`config.mk`:
```
export PLATFORM = sky130hd
export DESIGN_NAME = control_event_mapper_unit
export DESIGN_NICKNAME = d
export VERILOG_FILES = /design/src/hdl/cemap_pkg.sv /design/src/hdl/cemap_eval.sv /design/src/hdl/control_event_mapper_unit.sv
export SDC_FILE = /design/constraint.sdc
export NUM_CORES = 1
export LEC_CHECK = 0
export ABC_AREA = 1
export BUFFER_PORTS_ARGS = -buffer_cell sky130_fd_sc_hd__buf_2
export CELL_PAD_IN_SITES_DETAIL_PLACEMENT = 0
export CELL_PAD_IN_SITES_GLOBAL_PLACEMENT = 1
export CORE_ASPECT_RATIO = 0.6
export CORE_MARGIN = 2
export CORE_UTILIZATION = 43
export CTS_BUF_LIST = sky130_fd_sc_hd__clkbuf_8
export CTS_CLUSTER_DIAMETER = 120
export CTS_CLUSTER_SIZE = 16
export DETAILED_ROUTE_END_ITERATION = 12
export HOLD_SLACK_MARGIN = 0.03
export MAX_ROUTING_LAYER = met4
export PLACE_DENSITY = 0.86
export RECOVER_POWER = 25
export REMOVE_ABC_BUFFERS = 1
export SLEW_MARGIN = 10
export SYNTH_ARGS = -nofsm -noshare
export SYNTH_HDL_FRONTEND = slang
export SYNTH_SLANG_ARGS = --single-unit
```
`constraint.sdc`:
```
create_clock -name clk -period 3.66 [get_ports clk]
set_input_delay 0 -clock clk [delete_from_list [all_inputs] [get_ports clk]]
set_output_delay 0 -clock clk [all_outputs]
set_load 0.05 [all_outputs]
```
`src/hdl/cemap_pkg.sv`:
```
// Control event mapper package: transfer types, binding field layout,
// event/key/class codes and the binding reset table. No dependencies.
package cemap_pkg;

  localparam int NUM_BINDINGS  = 8;
  localparam int BINDING_COUNT = 8;
  localparam int IDX_W         = 3;
  localparam int BIND_W        = 40;
  localparam int DATA_W        = 64;
  localparam int ADDR_W        = 6;
  localparam int AXIS_LIMIT    = 1000;

  localparam logic [2:0] EV_OTHER    = 3'd0;
  localparam logic [2:0] EV_KEY_DOWN = 3'd1;
  localparam logic [2:0] EV_KEY_UP   = 3'd2;
  localparam logic [2:0] EV_BTN_DOWN = 3'd3;
  localparam logic [2:0] EV_BTN_UP   = 3'd4;
  localparam logic [2:0] EV_AXIS     = 3'd5;

  localparam logic [1:0] BK_NONE = 2'd0;
  localparam logic [1:0] BK_KEY  = 2'd1;
  localparam logic [1:0] BK_BTN  = 2'd2;
  localparam logic [1:0] BK_AXIS = 2'd3;

  localparam logic [2:0] KEY_NONE  = 3'd0;
  localparam logic [2:0] KEY_UP    = 3'd1;
  localparam logic [2:0] KEY_DOWN  = 3'd2;
  localparam logic [2:0] KEY_LEFT  = 3'd3;
  localparam logic [2:0] KEY_RIGHT = 3'd4;
  localparam logic [2:0] KEY_OK    = 3'd5;

  localparam logic [1:0] CLS_NONE = 2'd0;
  localparam logic [1:0] CLS_ON   = 2'd1;
  localparam logic [1:0] CLS_OFF  = 2'd2;
  localparam logic [1:0] CLS_DIR  = 2'd3;

  localparam logic [BIND_W-1:0] BIND_RESET [NUM_BINDINGS] = '{
    40'd274877927953, 40'd274877927713, 40'd274877927473, 40'd274877927233,
    40'd3409, 40'd0, 40'd0, 40'd0
  };

  typedef struct packed {
    logic [2:0]         event_kind;
    logic [31:0]        key_code;
    logic [7:0]         control_index;
    logic signed [15:0] axis_value;
  } in_item_t;

  typedef struct packed {
    logic [1:0] event_class;
    logic [2:0] logical_key;
  } out_item_t;

  typedef struct packed {
    logic       stop;
    logic       hit;
    logic       changed;
    logic [4:0] mask_next;
    logic [2:0] dir_next;
    logic [1:0] cls;
    logic [2:0] key;
  } step_t;

  function automatic logic [4:0] target_bit(input logic [2:0] target);
    logic [4:0] bit_sel;
    bit_sel = 5'd0;
    if (target >= KEY_UP && target <= KEY_OK) begin
      bit_sel = 5'd1 << (target - 3'd1);
    end
    return bit_sel;
  endfunction

endpackage

```
`src/hdl/cemap_eval.sv`:
```
// Control event mapper binding unit: checks one binding against the held
// event and works out the level update. Depends on cemap_pkg.
module cemap_eval (
  input  logic [cemap_pkg::BIND_W-1:0] binding,
  input  cemap_pkg::in_item_t          item,
  input  logic [4:0]                   mask,
  input  logic [2:0]                   dir,
  output cemap_pkg::step_t             step
);

  logic [1:0]         bkind;
  logic signed [1:0]  bdir;
  logic [2:0]         btarget;
  logic [31:0]        bcode;
  logic [1:0]         ekind;
  logic               match;
  logic               pressed;
  logic signed [17:0] product;
  logic [4:0]         bit_sel;
  logic [4:0]         newlev;
  logic [4:0]         mask_n;
  logic [2:0]         dir_n;
  logic               changed;

  assign bkind   = binding[1:0];
  assign bdir    = binding[3:2];
  assign btarget = binding[6:4];
  assign bcode   = binding[39:8];
  assign product = $signed({{2{item.axis_value[15]}}, item.axis_value})
                 * $signed({{16{bdir[1]}}, bdir});
  assign bit_sel = cemap_pkg::target_bit(btarget);

  always_comb begin
    unique case (item.event_kind)
      cemap_pkg::EV_KEY_DOWN, cemap_pkg::EV_KEY_UP: ekind = cemap_pkg::BK_KEY;
      cemap_pkg::EV_BTN_DOWN, cemap_pkg::EV_BTN_UP: ekind = cemap_pkg::BK_BTN;
      cemap_pkg::EV_AXIS:                           ekind = cemap_pkg::BK_AXIS;
      default:                                      ekind = cemap_pkg::BK_NONE;
    endcase
  end

  always_comb begin
    match = (bkind == ekind) &&
            ((ekind == cemap_pkg::BK_KEY) ? (bcode == item.key_code)
                                          : (bcode == {24'd0, item.control_index}));
    unique case (ekind)
      cemap_pkg::BK_KEY: pressed = (item.event_kind == cemap_pkg::EV_KEY_DOWN);
      cemap_pkg::BK_BTN: pressed = (item.event_kind == cemap_pkg::EV_BTN_DOWN);
      default:           pressed = (product > 18'(cemap_pkg::AXIS_LIMIT));
    endcase
  end

  always_comb begin
    newlev  = pressed ? bit_sel : 5'd0;
    mask_n  = (mask & ~bit_sel) | newlev;
    dir_n   = dir;
    changed = 1'b0;
    if (newlev != (mask & bit_sel)) begin
      if (bit_sel[3:0] == 4'd0) begin
        changed = 1'b1;
      end else if (newlev != 5'd0) begin
        dir_n   = btarget;
        changed = 1'b1;
      end else if (btarget == dir) begin
        changed = 1'b1;
        priority if (mask_n[3]) begin
          dir_n = cemap_pkg::KEY_RIGHT;
        end else if (mask_n[2]) begin
          dir_n = cemap_pkg::KEY_LEFT;
        end else if (mask_n[0]) begin
          dir_n = cemap_pkg::KEY_UP;
        end else if (mask_n[1]) begin
          dir_n = cemap_pkg::KEY_DOWN;
        end else begin
          dir_n = cemap_pkg::KEY_NONE;
        end
      end
    end
  end

  always_comb begin
    step.stop      = (bkind == cemap_pkg::BK_NONE) || (ekind == cemap_pkg::BK_NONE);
    step.hit       = match && !step.stop;
    step.changed   = step.hit && changed;
    step.mask_next = mask_n;
    step.dir_next  = dir_n;
    if (bit_sel[3:0] == 4'd0) begin
      step.cls = pressed ? cemap_pkg::CLS_ON : cemap_pkg::CLS_OFF;
      step.key = btarget;
    end else begin
      step.cls = cemap_pkg::CLS_DIR;
      step.key = dir_n;
    end
  end

endmodule

```
`src/hdl/control_event_mapper_unit.sv`:
```
// Control event mapper top level: binding registers, APB port, scan
// sequencer and result register. Depends on cemap_pkg and cemap_eval.
//
//   channel   direction  handshake                 payload
//   event     in         event_valid / event_stall  cemap_pkg::in_item_t
//   result    out        result_valid / result_stall cemap_pkg::out_item_t
//   apb       in/out     psel / penable / pready    paddr, pwdata, prdata
//
// An event is scanned one binding per step (up to BINDING_COUNT), ended
// early by the first empty binding or at the first step for an unknown event
// kind; then the result is loaded and the block returns to idle before the
// next transfer is taken.
// The single binding unit is shared by every scan step.
// rst is synchronous and restores the default bindings and clears state.
// event_stall stays high from the accepted transfer until the result is
// loaded; a stalled result holds the block in the load cycle.
module control_event_mapper_unit #(
  parameter int BINDING_COUNT = cemap_pkg::BINDING_COUNT
) (
  input  logic                         clk,
  input  logic                         rst,
  input  logic                         event_valid,
  output logic                         event_stall,
  input  cemap_pkg::in_item_t          event_data,
  output logic                         result_valid,
  input  logic                         result_stall,
  output cemap_pkg::out_item_t         result_data,
  input  logic                         psel,
  input  logic                         penable,
  input  logic                         pwrite,
  input  logic [cemap_pkg::ADDR_W-1:0] paddr,
  input  logic [cemap_pkg::DATA_W-1:0] pwdata,
  output logic [cemap_pkg::DATA_W-1:0] prdata,
  output logic                         pready
);

  typedef enum logic [2:0] {
    S_IDLE = 3'b001,
    S_SCAN = 3'b010,
    S_HOLD = 3'b100
  } state_t;

  state_t                          state;
  state_t                          state_next;
  logic [cemap_pkg::BIND_W-1:0]    binding [cemap_pkg::NUM_BINDINGS];
  cemap_pkg::in_item_t             item;
  logic [4:0]                      mask;
  logic [2:0]                      dir;
  logic [cemap_pkg::IDX_W-1:0]     cnt;
  logic [1:0]                      cls;
  logic [2:0]                      key;
  cemap_pkg::step_t                step;
  logic                            accept;
  logic                            last;
  logic                            load;
  logic [cemap_pkg::IDX_W-1:0]     reg_idx;

  assign pready      = 1'b1;
  assign reg_idx     = paddr[cemap_pkg::ADDR_W-1:3];
  assign prdata      = {24'd0, binding[reg_idx]};
  assign event_stall = (state != S_IDLE);
  assign accept      = event_valid && !event_stall;
  assign last        = (cnt == cemap_pkg::IDX_W'(BINDING_COUNT - 1));
  assign load        = (state == S_HOLD) && (!result_valid || !result_stall);

  cemap_eval u_eval (
    .binding (binding[cnt]),
    .item    (item),
    .mask    (mask),
    .dir     (dir),
    .step    (step)
  );

  always_ff @(posedge clk) begin
    if (rst) begin
      for (int i = 0; i < cemap_pkg::NUM_BINDINGS; i++) begin
        binding[i] <= cemap_pkg::BIND_RESET[i];
      end
    end else if (psel && penable && pwrite && pready) begin
      binding[reg_idx] <= pwdata[cemap_pkg::BIND_W-1:0];
    end
  end

  always_comb begin
    state_next = state;
    unique case (state)
      S_IDLE: if (accept) state_next = S_SCAN;
      S_SCAN: if (step.stop || last) state_next = S_HOLD;
      S_HOLD: if (load) state_next = S_IDLE;
      default: state_next = S_IDLE;
    endcase
  end

  always_ff @(posedge clk) begin
    if (rst) begin
      state <= S_IDLE;
      mask  <= 5'd0;
      dir   <= cemap_pkg::KEY_NONE;
      cnt   <= '0;
    end else begin
      state <= state_next;
      if (accept) begin
        cnt <= '0;
      end else if (state == S_SCAN) begin
        if (step.hit) begin
          mask <= step.mask_next;
          dir  <= step.dir_next;
        end
        if (!step.stop && !last) begin
          cnt <= cnt + 1'b1;
        end
      end
    end
  end

  always_ff @(posedge clk) begin
    if (accept) begin
      item <= event_data;
      cls  <= cemap_pkg::CLS_NONE;
      key  <= cemap_pkg::KEY_NONE;
    end else if (state == S_SCAN && step.changed) begin
      cls <= step.cls;
      key <= step.key;
    end
  end

  always_ff @(posedge clk) begin
    if (rst) begin
      result_valid <= 1'b0;
    end else if (load) begin
      result_valid <= 1'b1;
    end else if (!result_stall) begin
      result_valid <= 1'b0;
    end
  end

  always_ff @(posedge clk) begin
    if (load) begin
      result_data.event_class <= cls;
      result_data.logical_key <= key;
    end
  end

  a_dir_held: assert property (@(posedge clk) disable iff (rst)
    (dir != cemap_pkg::KEY_NONE) |-> (dir <= cemap_pkg::KEY_RIGHT) && mask[dir - 3'd1])
    else $error("current direction is not an active direction");

  a_dir_none: assert property (@(posedge clk) disable iff (rst)
    (mask[3:0] == 4'd0) |-> (dir == cemap_pkg::KEY_NONE))
    else $error("direction set with no direction active");

  a_scan_start: assert property (@(posedge clk) disable iff (rst)
    accept |=> (state == S_SCAN) && (cnt == '0))
    else $error("scan did not start at the first binding");

  a_cnt_range: assert property (@(posedge clk) disable iff (rst)
    (state == S_SCAN) |-> (cnt <= cemap_pkg::IDX_W'(BINDING_COUNT - 1)))
    else $error("scan index beyond binding count");

  a_load_src: assert property (@(posedge clk) disable iff (rst)
    $rose(result_valid) |-> $past(state == S_HOLD))
    else $error("result loaded outside the load cycle");

endmodule

```
Yosys cells after proc, flatten, opt, wreduce, memory -nomap -nowiden
Memories as Yosys holds them, arrays and structs flattened. A register that Yosys moved wholly into a read port is not among the register bits.
Cells that the tools add are included.
{"block": "word_totals", "ram_bits": 320, "reg_bits": 84, "inputBits": 136, "rom_bits": 0, "memories": 1, "output_inout_bits": 72, "latch_bits": 0}
{"block": "op_classes", "addsub": 2, "bitwise_logic": 5, "muxes": 35, "n_reduce_logical": 29, "div_mod_pow": 0, "shift": 1, "order_cmp": 3, "multipliers": 1, "eq_ne": 21}
{"name": "binding", "depth": 8, "word_bits": 40, "read_ports": 2, "rd_clocked_by_memory_dff": 1, "write_ports": 8, "line": "control_event_mapper_unit.sv:45", "text": "logic [cemap_pkg::BIND_W-1:0] binding [cemap_pkg::NUM_BINDINGS];"}
{"op": "two-way mux 40 bit", "count": 1}
{"op": "OR reduction 40 bit", "count": 1}
{"op": "two-way mux 3 bit", "count": 13}
{"op": "equality test 32 bit", "count": 1}
{"op": "equality test 32 x 8 -> 1 bit", "count": 1}
{"op": "greater-than comparator 18 x 11 -> 1 bit (second input constant)", "count": 1}
{"op": "multiplier 16 x 2 -> 18 bit", "count": 1}
{"op": "two-way mux 5 bit", "count": 3}
{"op": "two-way mux 1 bit", "count": 13}
{"op": "equality test 3 bit (second input constant)", "count": 4}
{"op": "bitwise AND 5 bit", "count": 2}
{"op": "logical AND 1 bit", "count": 10}
{"op": "equality test 3 x 2 -> 1 bit (second input constant)", "count": 3}
{"op": "case mux 3 bit (3 select lines)", "count": 1}
{"op": "equality test 3 x 1 -> 1 bit (second input constant)", "count": 2}
{"op": "inequality test 2 bit (second input constant)", "count": 3}
{"op": "case mux 2 bit (3 select lines)", "count": 1}
{"op": "AND reduction 3 bit", "count": 2}
{"op": "OR reduction 2 bit", "count": 3}
{"op": "logical NOT 1 bit", "count": 5}
{"op": "inequality test 5 bit", "count": 1}
{"op": "NOT 5 bit", "count": 1}
{"op": "OR 5 bit", "count": 1}
{"op": "nonzero test 5 bit", "count": 1}
{"op": "18 further kinds", "count": 22}

Depth between registers and ports, before layout
{"block": "logic_depth", "word_depth": 16, "depth_mapped": 37, "ltp_nobuf": 35}

Hierarchy
Synthesis repeated with hierarchy kept, for this count alone.
{"block": "hier_totals", "hier_cells": 2821, "hier_area_um2": 22912.0}
{"mod": "control_event_mapper_unit", "cells_per_inst": 2334, "area_per_inst_um2": 20358.3, "seq_area_each_um2": 11991.5, "n_inst": 1}
{"mod": "cemap_eval", "cells_per_inst": 487, "area_per_inst_um2": 2553.7, "seq_area_each_um2": 0.0, "n_inst": 1}

Worst setup path before layout
Ideal clock, no wire load.
{"block": "synth_timing", "kind": "register to register", "from": "register with a tool-made name", "to": "register dir[0]", "path_buffers": 3, "setup_time_ns": 0.113, "setup_slack_ns": -0.368, "t_arrival_ns": 3.915, "period_less_slack_ns": 4.028, "stages_incl_launch_ff": 34, "path_cell_list": "dfxtp_1 -> buf_4 -> inv_2 -> buf_4 -> o211ai_1 -> nand2_1 -> nand2_1 -> nand2_2 -> inv_1 -> nor2_1 -> fa_1 -> ha_1 -> fa_1 -> nand3_1 -> nand3_1 -> nand2_1 -> nand2_1 -> nand2_1 -> nand2_1 -> nand2_1 -> nand2_1 -> nor2_1 -> nand3_1 -> nand2_2 -> nand2_2 -> buf_6 -> o21ai_0 -> nand2_1 -> nand2_1 -> nand2_1 -> nand3_1 -> nand2_1 -> o21ai_1 -> inv_1"}
{"element": "end signal, assigned", "line": "control_event_mapper_unit.sv:98", "text": "dir <= cemap_pkg::KEY_NONE;"}
{"element": "end signal, assigned", "line": "control_event_mapper_unit.sv:107", "text": "dir <= step.dir_next;"}
{"element": "end, declared", "line": "control_event_mapper_unit.sv:48", "text": "logic [2:0] dir;"}

==> impl_metrics.json <==
{
  "status": "finished, violations left",
  "violations": "max-capacitance violations, max-slew violations, negative setup slack",
  "fin_skew_ns": 0.03136,
  "wl_microns": 78580,
  "power.total_w": 0.01010,
  "clk_pin_slew_ns": 0.13,
  "cts_sinks": 407,
  "dp_worst_setup_slack_ns": -0.6181,
  "rsz0062_at_grt": "yes",
  "period_share_pct": 113.6,
  "hold_viol_final": 0,
  "dpl_cell_area_sq_um": 23450,
  "worstMarginPinSlew_ns": 1.977,
  "setup_violations": 13,
  "start_util_pct": 43.76,
  "multiInputGateArea_sq_um": 8875,
  "max_slew_margin_pct": -31.82,
  "rows": 63,
  "grt_pass1_vias": 18930,
  "n_fill_cell": 4386,
  "synth-main-ff-cell": "edfxtp_1",
  "path_buf_inv": 7,
  "gr-usage-all-layers_pct": 30.14,
  "post-dp-hpwl_microns": 46770,
  "port_buffers": 155,
  "clk_latency_ns": 0.69,
  "cts_root_buf": "clkbuf_8",
  "worst_slack_ns": -0.4994,
  "synthesis.area_sq_um": 21730,
  "grt_overflow": 0,
  "min_period_ns": 4.159,
  "design.core.area_sq_um": 49660,
  "cellPowerDensity_nw_per_um2": 380.5,
  "endpoint_kind": "register",
  "first_iter_violations": 2823,
  "yosysTopAreaCell": "edfxtp_1",
  "ios": 208,
  "crit_arrival_ns": 4.77,
  "cts_tree": "built",
  "fin_area_sq_um": 26530,
  "ys_types": 55,
  "cts_buffer_depth": 3,
  "drive_gt1_share_pct": 17.48,
  "synth_top_area_share_pct": 53.07,
  "slowest_stage": "dfxtp_4",
  "ys_ff_latch": 407,
  "synth_top_cells_by_count": "447 x nor2_1, 399 x nand2_1, 384 x edfxtp_1",
  "cp_max_fo": 6,
  "drt_first_pass_iters": 6,
  "fmax_mhz": 240.4,
  "h-tree-depth": 1,
  "place_inst": 3142,
  "postSynthCellCount": 2363,
  "wl_per_cell_microns": 23.32,
  "vias": 19770,
  "gp_congestion": 0.9395,
  "maxSlewViolCount": 163,
  "vias_per_cell": 5.868,
  "drc": 0,
  "slowest_delay_ns": 0.43,
  "cts_inserted_buffers": 29,
  "synthArstFlopShare_pct": 0,
  "ir_drop_v": 0.0002747,
  "synth_area_per_cell_sq_um": 9.196,
  "antenna_found_initial": 1,
  "area.growth.synth_to_final_pct": 22.09,
  "grt_max_degree": 100,
  "synth.most_common_cell": "nor2_1",
  "seq_area_sq_um": 12000,
  "grt_pass1_wl_microns": 115200,
  "worst-setup-path-type": "register to register",
  "hold_path.class": "primary input to register",
  "p_leak_nw": 10.74,
  "seq_area_frac_synth_pct": 55.19,
  "required_ns": 4.28,
  "path_delay_family": "simple AND/OR/NAND/NOR gates",
  "nNetsFinal": 2866,
  "drv_cap": 5,
  "ant_nets": 0,
  "synth_edf_count": 384,
  "synth.area.top_cells": "edfxtp_1 53%, nor2_1 7.7%, nand2_1 6.9%",
  "critPathLaunchType": "register",
  "die_h_microns": 178.1,
  "fin_cells": 3369,
  "yosys_warnings": 0,
  "die_x_microns": 294.2,
  "fp.dieArea_sq_um": 52410
}
-- through the flow --
stage	hold slack, ns	TNS [ns]	utilization (%)
after floorplan	0.06907	-295.89	-
after global placement	0.1775	-4.868	47.22
after detailed placement	0.1781	-6.477	47.22
after CTS	0.03176	-2.632	52.71
after global routing	0.05632	-7.609	53.42
final	0.06913	-4.238	53.42
-- per-layer routing --
metal	global-route usage, %	share of wire, %	vias up
li1	-	-	8744
met1	42.01	40	9382
met2	44.84	44	1439
met3	5.445	13	203
met4	9.375	3.2	0
met5	-	0	-
-- cells in the final DEF, fill, tap and decap left out, types with 41 or more instances in the layout --
cell type,n
a22oi_1,44
nand2_2,41
o21ai_1,61
o21ai_0,95
buf_4,74
dlygate4sd3_1,157
nand3_1,85
nor2_1,415
buf_2,141
edfxtp_1,384
a221oi_1,47
a21oi_1,99
nand2_1,356
inv_1,242
-- power breakdown --
part	internal (W)	switching, W	leakage (nW)
registers	0.00536	0.000133	3.87
logic	0.000776	0.00148	6.54
clock network	0.000752	0.00160	0.337
total	0.00688	0.00321	10.7
-- area by class of cell --
class                   instances  share of cell area (%)
well taps                     650                   3.066
multi-input cells            1593                   33.45
diodes                          2                 0.01887
inverters                     237                   3.400
flip-flops and latches        407                   45.23
clock inverters                25                  0.3962
clock buffers                  29                   1.505
repair buffers                426                   12.93
-- flip-flops by register name (all words and copies together), names as in the netlist, named ones only --
name	count
cls	2
result_valid	1
cnt	3
dir	3
result_data	5
binding	320
state	3
key	3
item	59
mask	4
-- worst reg2reg max path: cells and delay by family (launching register included) --
family,cells,cell delay (ns)
DFF,1,0.43
buffers and inverters,7,0.79
AOI/OAI and AO/OA,2,0.24
adders and majority gates,2,0.61
and+or+nand+nor,23,1.99
-- kinds of logic (layout without fill, tap and decap cells) --
family / after synthesis / after routing / share of synthesized area, %
XOR/XNOR: 22 / 22 / 0.9558
flip-flops: 407 / 407 / 55.19
AND/OR/NAND/NOR: 1037 / 1037 / 19.62
buffers and inverters: 386 / 717 / 8.245
adder cells (fa/ha/maj): 36 / 36 / 2.142
other: 2 / 27 / 0.03456
multiplexers: 6 / 6 / 0.2764
AO/OA/AOI/OAI: 467 / 467 / 13.54
-- repair_timing --
action / in CTS / in global routing
pin swaps: 36 / 26
buffers inserted: 9 / 2
gates resized for setup: 122 / 92
cloned: 1 / 2
hold buffers: 156 / 1
setup endpoints to repair: 13 / 14
hold endpoints to repair: 407 / 1
-- final timing paths --
check                 start             end  slack (ns)  depth (start not counted)
max                register          cls[0]       -0.50                         34
min          event_data[55]        item[55]        0.07                          2
max reg2reg        register          cls[0]       -0.50                         34
min reg2reg          key[1]  result_data[1]        0.45                          0
No activity file was read; power rests on OpenSTA's default activity.
